===== config.mk =====
export PLATFORM = sky130hd
export DESIGN_NAME = game_pad_serial_responder_top
export DESIGN_NICKNAME = d
export VERILOG_FILES = /design/src/rtl/gpsr_pkg.sv /design/src/rtl/gpsr_core.sv /design/src/rtl/game_pad_serial_responder_top.sv
export SDC_FILE = /design/constraint.sdc
export NUM_CORES = 1
export LEC_CHECK = 0
export ABC_AREA = 1
export ABC_CLOCK_PERIOD_IN_PS = 3300
export BUFFER_PORTS_ARGS = -buffer_cell sky130_fd_sc_hd__buf_4
export CAP_MARGIN = 15
export CELL_PAD_IN_SITES_DETAIL_PLACEMENT = 1
export CELL_PAD_IN_SITES_GLOBAL_PLACEMENT = 2
export CORE_ASPECT_RATIO = 1.2
export CORE_MARGIN = 4
export CORE_UTILIZATION = 35
export DETAILED_ROUTE_END_ITERATION = 8
export PLACE_DENSITY_LB_ADDON = 0.1
export SYNTH_ARGS = -nofsm -noshare
export SYNTH_HDL_FRONTEND = slang
export SYNTH_SLANG_ARGS = --single-unit

===== constraint.sdc =====
create_clock -name clock -period 3.3 [get_ports clock]
set_clock_uncertainty 0.2 [all_clocks]
set_input_delay 0.66 -clock clock [delete_from_list [all_inputs] [get_ports clock]]
set_output_delay 0.66 -clock clock [all_outputs]
set_load 0.02 [all_outputs]

===== src/rtl/gpsr_pkg.sv =====
package gpsr_pkg;

   typedef enum logic [1:0] {
      FUNC_TICK   = 2'd0,
      FUNC_BYTE   = 2'd1,
      FUNC_BUTTON = 2'd2,
      FUNC_UNUSED = 2'd3
   } func_type;

   typedef struct packed {
      logic       ack;
      logic       reply_valid;
      logic [7:0] reply_byte;
   } rsp_type;

   localparam logic [7:0] HEADER_START   = 8'h01;
   localparam logic [7:0] HEADER_POLL    = 8'h42;
   localparam logic [7:0] REPLY_ID       = 8'h41;
   localparam logic [7:0] REPLY_READY    = 8'h5a;
   localparam logic [7:0] TICKS_MAX      = 8'hff;
   localparam logic [7:0] GAP_LIMIT_INIT = 8'd2;

   localparam logic [2:0] POS_START    = 3'd0;
   localparam logic [2:0] POS_POLL     = 3'd1;
   localparam logic [2:0] POS_BTN_LOW  = 3'd2;
   localparam logic [2:0] POS_BTN_HIGH = 3'd3;
   localparam logic [2:0] POS_LAST     = 3'd4;

endpackage


===== src/rtl/gpsr_core.sv =====
module gpsr_core (
   input  logic              clock,
   input  logic              reset,
   input  logic              update,
   input  logic [1:0]        func,
   input  logic [7:0]        byte_value,
   input  logic [15:0]       button_word,
   input  logic [7:0]        gap_limit,
   output gpsr_pkg::rsp_type result
);
   import gpsr_pkg::*;

   logic [2:0]  position_ff, position_in;
   logic        muted_ff, muted_in;
   logic [7:0]  idle_ticks_ff, idle_ticks_in;
   logic [15:0] reply_word_ff, reply_word_in;

   logic        gap;
   logic [2:0]  pos_eff;
   logic        muted_eff;
   logic        bad;

   always_comb begin
      gap       = idle_ticks_ff > gap_limit;
      pos_eff   = gap ? POS_START : position_ff;
      muted_eff = gap ? 1'b0 : muted_ff;
      bad       = (pos_eff == POS_START && byte_value != HEADER_START) ||
                  (pos_eff == POS_POLL && byte_value != HEADER_POLL) ||
                  (pos_eff > POS_LAST);

      result.ack         = 1'b0;
      result.reply_valid = 1'b0;
      result.reply_byte  = 8'h00;
      if (!muted_eff && !bad) begin
         result.ack         = 1'b1;
         result.reply_valid = 1'b1;
         case (pos_eff)
            POS_START:    result.reply_byte = REPLY_ID;
            POS_POLL:     result.reply_byte = REPLY_READY;
            POS_BTN_LOW:  result.reply_byte = reply_word_ff[7:0];
            POS_BTN_HIGH: result.reply_byte = reply_word_ff[15:8];
            default:      result.reply_valid = 1'b0;
         endcase
      end

      position_in   = position_ff;
      muted_in      = muted_ff;
      idle_ticks_in = idle_ticks_ff;
      reply_word_in = reply_word_ff;
      case (func_type'(func))
         FUNC_TICK: begin
            if (idle_ticks_ff != TICKS_MAX) begin
               idle_ticks_in = idle_ticks_ff + 8'd1;
            end
         end
         FUNC_BYTE: begin
            idle_ticks_in = 8'd0;
            muted_in      = muted_eff || bad;
            position_in   = (muted_eff || bad) ? pos_eff : pos_eff + 3'd1;
         end
         FUNC_BUTTON: begin
            reply_word_in = ~button_word;
         end
         default: begin
         end
      endcase
   end

   always_ff @(posedge clock) begin
      if (reset) begin
         position_ff   <= POS_START;
         muted_ff      <= 1'b0;
         idle_ticks_ff <= 8'd0;
         reply_word_ff <= 16'h0000;
      end else if (update) begin
         position_ff   <= position_in;
         muted_ff      <= muted_in;
         idle_ticks_ff <= idle_ticks_in;
         reply_word_ff <= reply_word_in;
      end
   end

endmodule


===== src/rtl/game_pad_serial_responder_top.sv =====
// Device side of a game-pad serial poll. Each request transfer is a
// millisecond tick, a byte received from the console, or a new button
// word; only a received byte produces a response transfer, carrying the
// acknowledge flag and the byte to load for the next serial exchange. One
// request is taken per clock cycle, save that a byte waits in the input
// register until the response register is empty or being drained. A
// request sits in an input register, the protocol step runs in one pass
// of logic, and the response lands in an output register. The user must
// write the gap limit via csr only while idle; it is not enforced.
module game_pad_serial_responder_top (
   input  logic        clock,
   input  logic        reset,
   input  logic        req_valid,
   output logic        req_ready,
   input  logic [1:0]  req_func,
   input  logic [7:0]  req_byte_value,
   input  logic [15:0] req_button_word,
   output logic        rsp_valid,
   input  logic        rsp_ready,
   output logic        rsp_ack,
   output logic        rsp_reply_valid,
   output logic [7:0]  rsp_reply_byte,
   input  logic        csr_valid,
   output logic        csr_ready,
   input  logic [7:0]  csr_gap_limit
);
   import gpsr_pkg::*;

   logic        in_valid_ff;
   logic [1:0]  in_func_ff;
   logic [7:0]  in_byte_ff;
   logic [15:0] in_button_ff;
   logic [7:0]  gap_limit_ff;
   logic        rsp_valid_ff, rsp_valid_in;
   rsp_type     rsp_ff;
   rsp_type     result;
   logic        is_byte;
   logic        advance;

   assign is_byte   = in_func_ff == FUNC_BYTE;
   assign advance   = in_valid_ff && (!is_byte || !rsp_valid_ff || rsp_ready);
   assign req_ready = !in_valid_ff || advance;
   assign csr_ready = 1'b1;

   gpsr_core u_core (
      .clock       (clock),
      .reset       (reset),
      .update      (advance),
      .func        (in_func_ff),
      .byte_value  (in_byte_ff),
      .button_word (in_button_ff),
      .gap_limit   (gap_limit_ff),
      .result      (result)
   );

   always_comb begin
      rsp_valid_in = rsp_valid_ff && !rsp_ready;
      if (advance && is_byte) begin
         rsp_valid_in = 1'b1;
      end
   end

   always_ff @(posedge clock) begin
      if (reset) begin
         in_valid_ff  <= 1'b0;
         rsp_valid_ff <= 1'b0;
         gap_limit_ff <= GAP_LIMIT_INIT;
      end else begin
         if (req_ready) begin
            in_valid_ff <= req_valid;
         end
         rsp_valid_ff <= rsp_valid_in;
         if (csr_valid) begin
            gap_limit_ff <= csr_gap_limit;
         end
      end
   end

   always_ff @(posedge clock) begin
      if (req_valid && req_ready) begin
         in_func_ff   <= req_func;
         in_byte_ff   <= req_byte_value;
         in_button_ff <= req_button_word;
      end
      if (advance && is_byte) begin
         rsp_ff <= result;
      end
   end

   assign rsp_valid       = rsp_valid_ff;
   assign rsp_ack         = rsp_ff.ack;
   assign rsp_reply_valid = rsp_ff.reply_valid;
   assign rsp_reply_byte  = rsp_ff.reply_byte;

   // A reply is only ever loaded for an acknowledged byte.
   assert property (@(posedge clock) disable iff (reset)
      rsp_valid_ff && rsp_ff.reply_valid |-> rsp_ff.ack)
      else $error("reply loaded on a NAK");

   // A NAK or an acknowledge without reply carries a zero byte.
   assert property (@(posedge clock) disable iff (reset)
      rsp_valid_ff && !rsp_ff.reply_valid |-> rsp_ff.reply_byte == 8'h00)
      else $error("reply byte not cleared");

   // A held request that cannot advance stays in the input register.
   assert property (@(posedge clock) disable iff (reset)
      in_valid_ff && !advance |=> in_valid_ff && $stable(in_func_ff))
      else $error("stalled request lost");

   // Ticks and button words never create a response transfer.
   assert property (@(posedge clock) disable iff (reset)
      advance && !is_byte |=> rsp_valid_ff == $past(rsp_valid_ff && !rsp_ready))
      else $error("response created by a non-byte request");

endmodule

# Word level (Yosys, flattened, before mapping)

Cells that the tools add are included.
Widths: inputs -> output; s select.

Add/sub/neg operators: 2
$lt $le $gt $ge: 2
Equal/unequal tests: 9
Mux-type cells: 9
Bitwise gates (word level): 1
Reduce and logical (&&, ||, !) cells: 26

Operator list:

| operator            | number |
|---|---|
| $pmux 8 s4          | 1 |
| $not 16->16         | 1 |
| $pmux 8 s2          | 1 |
| $mux 10             | 1 |
| $add 8x1->8 const B | 1 |
| $gt 8x8->1          | 1 |
| $mux 8              | 1 |
| $ne 8x1->1 const B  | 1 |
| $ne 8x7->1 const B  | 1 |
| $ne 8x8->1 const B  | 1 |
| $logic_and 1x1->1   | 7 |
| $eq 3x2->1 const B  | 2 |
| $logic_not 1->1     | 6 |
| $logic_or 1x1->1    | 6 |
| $mux 3              | 2 |
| $reduce_and 2->1    | 2 |
| $reduce_or 4->1     | 1 |
| $add 3x1->3 const B | 1 |
| $eq 3x1->1 const B  | 1 |
| $gt 3x3->1 const B  | 1 |
| $logic_not 3->1     | 1 |
| $mux 1              | 3 |
| $reduce_and 3->1    | 1 |
| $eq 2x1->1 const B  | 1 |
| other kinds (4)     | 4 |

Bits in registers: 74
Input port bits: 39
Output and inout port bits: 13
Logic and storage cells: 62

# Longest topological paths before layout

Depth in word-level cells: 9
Gate-level depth with buffers: 19

# By module

From an unflattened synthesis, not the netlist that was laid out.

Cells, all modules: 310
Area total of the unflattened synthesis: 3,108.0 um^2

Modules (own cells, without submodules):

| module                        | times used | cells each | area each (um^2) | sequential area each (um^2) |
|---|---|---|---|---|
| gpsr_core                     | 1          | 222        | 1,630.3          | 560.5 |
| game_pad_serial_responder_top | 1          | 88         | 1,477.7          | 1,281.2 |

# Worst setup path before layout

OpenSTA, ideal clock, no wires.

Path kind: register -> register
Start point: register gap_limit_ff[7]
End point: register rsp_ff, in the netlist rsp_reply_byte[6] (data pin)
Library setup time: 0.255 ns
Arrival: 1.877 ns
Required time: 2.845 ns
Path slack: 0.968 ns
Stages on the path, launching flop included: 15
Period minus slack after synthesis: 2.332 ns
Cell sequence: dfxtp_1 inv_1 ha_1 a21o_1 nor2_1 nand2_1 nand2_2 nand2_1 ha_1 nor2_1 o21ai_0 nand2_2 nor2_8 nand2_4 nor2_1

Longest elaborated chain between the ends: 8
Elaborated cells between the ends (all ways): 16
Classes of those cells: 2 x order compare; 3 x eq/ne; 3 x mux; 8 x reduce/logical

Ends and longest elaborated chain:

| item                                               | RTL line                            | source |
|---|---|---|
| from (decl)                                        | game_pad_serial_responder_top.sv:33 | `logic [7:0] gap_limit_ff;` |
| from (signal assigned)                             | game_pad_serial_responder_top.sv:74 | `gap_limit_ff <= csr_gap_limit;` |
| $gt 8x8->1 (*)                                     | gpsr_core.sv:24                     | `gap = idle_ticks_ff > gap_limit;` |
| branches (longest 7 deep; another with $gt 3x3->1) | n/a                                 |  |
| to (signal assigned)                               | game_pad_serial_responder_top.sv:86 | `rsp_ff <= result;` |
| to (decl)                                          | game_pad_serial_responder_top.sv:35 | `rsp_type rsp_ff;` |

Mark *: on every way between the ends.
A chain may end at the register's enable or synchronous reset.

# Worst setup path after layout

Start point: register u_core.idle_ticks_ff[3]
End point: register rsp_ff, in the netlist rsp_reply_byte[5] (data pin)

Longest elaborated chain between the ends: 8
Elaborated cells between the ends (all ways): 16
Classes of those cells: 2 x order compare; 3 x eq/ne; 3 x mux; 8 x reduce/logical

Ends and longest elaborated chain:

| item                                               | RTL line        | source |
|---|---|---|
| from (decl)                                        | gpsr_core.sv:15 | `logic [7:0] idle_ticks_ff, idle_ticks_in;` |
| from (signal assigned)                             | gpsr_core.sv:78 | `idle_ticks_ff <= idle_ticks_in;` |
| $gt 8x8->1 (*)                                     | gpsr_core.sv:24 |  |
| branches (longest 7 deep; another with $gt 3x3->1) | n/a             |  |

Marks and branches as above.

==> impl_metrics.toml <==
[status]
outcome = "finished clean"

[drt]
drc = 0
via_per_inst = 4.63
detail-route-antenna-nets = 0
vias = 2342
drt_first_pass_iters = 4
routed_wl_um = 6920
wire_per_inst_um = 13.7
drt_iter0_drc = 55

[worst_setup_path]
crit_arrival_ps = 2730
path_common_cell = "nand2_1"
critPathTopFamily = "simple AND/OR/NAND/NOR gates"
crit_required_ps = 3310
critical_path.max_stage_delay_ps = 360
crit_type = "flop to flop"
slowest_stage = "dfxtp_1"
cp_max_fo = 9
end_kind = "flop"
startpoint_type = "flop"
cp_cell_sequence = "ha_1 > nand2_1 > inv_1 > nand2_1 > nand2_1 > nand2_1 > nand2_1 > nand2_2 > nand2_1 > ha_1 > nor2_1 > o21ai_0 > nand2_2 > nor2_8 > nand2_4 > a21oi_2"
cp_num_buf_inv = 1

[die]
die_area_mm2 = 0.0107
coreArea_mm2 = 0.00870
fp-row-count = 37
ios = 52
die_y_um = 112
die_w_um = 95.0
initial_core_util = 0.365

[pwr]
clkPwrFrac = 0.414
pwr-share-seq = 0.526
netSwitchingFraction = 0.220
p_switching_mw = 0.421
vdd_drop_max_v = 0.000233
p_leak_nw = 1.62
p_per_area_mw_per_mm2 = 490
p_int_mw = 1.50
power_frac_comb = 0.060

[clock_tree]
post_cts_buffers = 0
cts_buffers = 9
holdBufCountCts = 0
clk_path_buf_depth = 2
cts_sinks = 74
cts_tree = "done"
clkLatencyLatePin_ps = 350
clockRootBuffer = "clkbuf_8"
clkSlewWorstSetupHoldPaths_ps = 80
cts-resized-gates = 0
h-tree-depth = 3

[place]
io_buffers = 50
place_ws_ps = 589
dp_hpwl_um = 5220
gp_congestion = 0.748

[final_layout]
multi_input_area_mm2 = 0.00114
fin_nets = 437
register_area_mm2 = 0.00184
layout_commonest_cell = "nand2_1"
fillers = 1045
layout-drive-gt1-share = 0.247
layout_common_cells = "53 x nand2_1, 52 x buf_4, 43 x inv_1"
finish.utilization = 0.449
area_growth_pct = 23.0
antenna_cells = 0

[yosys]
yosysUniqueCellTypes = 33
netlist_instances = 329
seq_area_frac_synth = 0.580
synthTopCellsByArea = "edfxtp_1 34%, dfxtp_1 24%, nand2_1 6.3%, a21oi_1 5.5%, ha_1 5.5%"
async_reset_ff_frac = 0
synthesis.nets = 382
synth_area_per_cell_um2 = 9.66
synth_edf_count = 36
ys_ff_latch = 74
synth_area_mm2 = 0.00318
synth_flop_cell = "dfxtp_1"
synth_top_area_cell = "edfxtp_1"
ys_warn_count = 0
synth.top_cell.area_share = 0.340

[timing]
setup_viol = 0
slew-limit-headroom = 0.595
slew_viol_final = 0
fin_crit_sh = 0.823
totalNegativeSetupSlack_ps = 0
worstMarginPinSlew_ps = 606
fmax_mhz = 368
hold_ws_ps = 258
hold_viol = 0
rsz0062_at_grt = "false"
layout_min_cycle_time_ps = 2710
setup_slack_ps = 586

[job]
maxCapViolCount = 0

[global_route]
grt_pass1_wl_um = 11900
grt-ovfl-total = 0
antenna_found_initial = 0
grt_pass1_vias = 2518
grt_use_total = 0.146
grt_start_max_net_pins = 25

[min_path]
hold_class = "flop to flop"
power groups by stage:
stage	sequential (mW)	clock, mW	combinational [mW]
final	1.01	0.793	0.115
after global routing	1.01	0.864	0.133
after CTS	1.01	0.821	0.119
after detailed placement	1.03	0	0.118
after global placement	1.03	0	0.116
after floorplan	1.03	0	0.0602
cell families (layout without fill, tap and decap cells):
group | count (synthesis) | after routing | share of synthesized area
other | 1 | 1 | 0.00118
AND/OR/NAND/NOR | 120 | 120 | 0.187
AO/OA/AOI/OAI | 68 | 68 | 0.114
buffers and inverters | 52 | 112 | 0.0626
flip-flops | 74 | 74 | 0.580
adder cells (fa/ha/maj) | 14 | 14 | 0.0551
worst reg2reg max path: cells and delay by family (launching register included):
| family | cells | cell delay [ps] |
|---|---|---|
| AO/OA/AOI/OAI | 2 | 430 |
| buffers and inverters | 1 | 70 |
| AND/OR/NAND/NOR | 11 | 980 |
| flip-flops | 1 | 360 |
| adder cells (fa/ha/maj) | 2 | 540 |
registers in the layout, indices dropped and copies added (netlist names), 2 cells and up:
name                  flops
rsp_reply_byte            8
u_core.reply_word_ff     16
u_core.position_ff        3
in_func_ff                2
in_button_ff             16
in_byte_ff                8
gap_limit_ff              8
u_core.idle_ticks_ff      8
layer usage:
metal / vias up / wire length, um / track usage
li1: 1197 / - / -
met1: 1091 / 2980 / 0.170
met2: 39 / 3510 / 0.249
met3: 15 / 277 / 0.0395
met4: 0 / 156 / 0.0654
met5: - / 0 / 0
path summary, 6_finish.rpt:
| kind | startpoint | to | slack (ps) | depth (start not counted) |
|---|---|---|---|---|
| max | u_core.idle_ticks_ff[3] | rsp_reply_byte[5] | 590 | 16 |
| min reg2reg | u_core.position_ff[1] | u_core.position_ff[1] | 260 | 2 |
| max reg2reg | u_core.idle_ticks_ff[3] | rsp_reply_byte[5] | 590 | 16 |
| min | u_core.position_ff[1] | u_core.position_ff[1] | 260 | 2 |
cell type report:
| class | instances | share of cell area |
|---|---|---|
| clock buffers | 10 | 0.0352 |
| clock inverters | 6 | 0.0227 |
| inverters | 44 | 0.0423 |
| multi-input cells | 203 | 0.291 |
| flip-flops and latches | 74 | 0.471 |
| well taps | 117 | 0.0375 |
| repair buffers | 52 | 0.0999 |
synth_stat cells (3+ instances only):
cell type / instances
a21oi_1: 35
a21oi_2: 3
clkbuf_1: 6
dfxtp_1: 38
edfxtp_1: 36
ha_1: 14
inv_1: 43
nand2_1: 53
nand2_2: 5
nand2_4: 3
nand3_1: 8
nor2_1: 27
nor2_4: 3
nor3_1: 3
o21ai_0: 25
or2_2: 7
stage by stage:
stage	instance area (um^2)	total power [mW]	cells
global route	3910	2.01	506
floorplan	3180	1.09	329
detailed placement	3680	1.15	490
global placement	3680	1.15	490
finish	3910	1.92	506
CTS	3910	1.95	506
(Power assumes the default switching activity.)
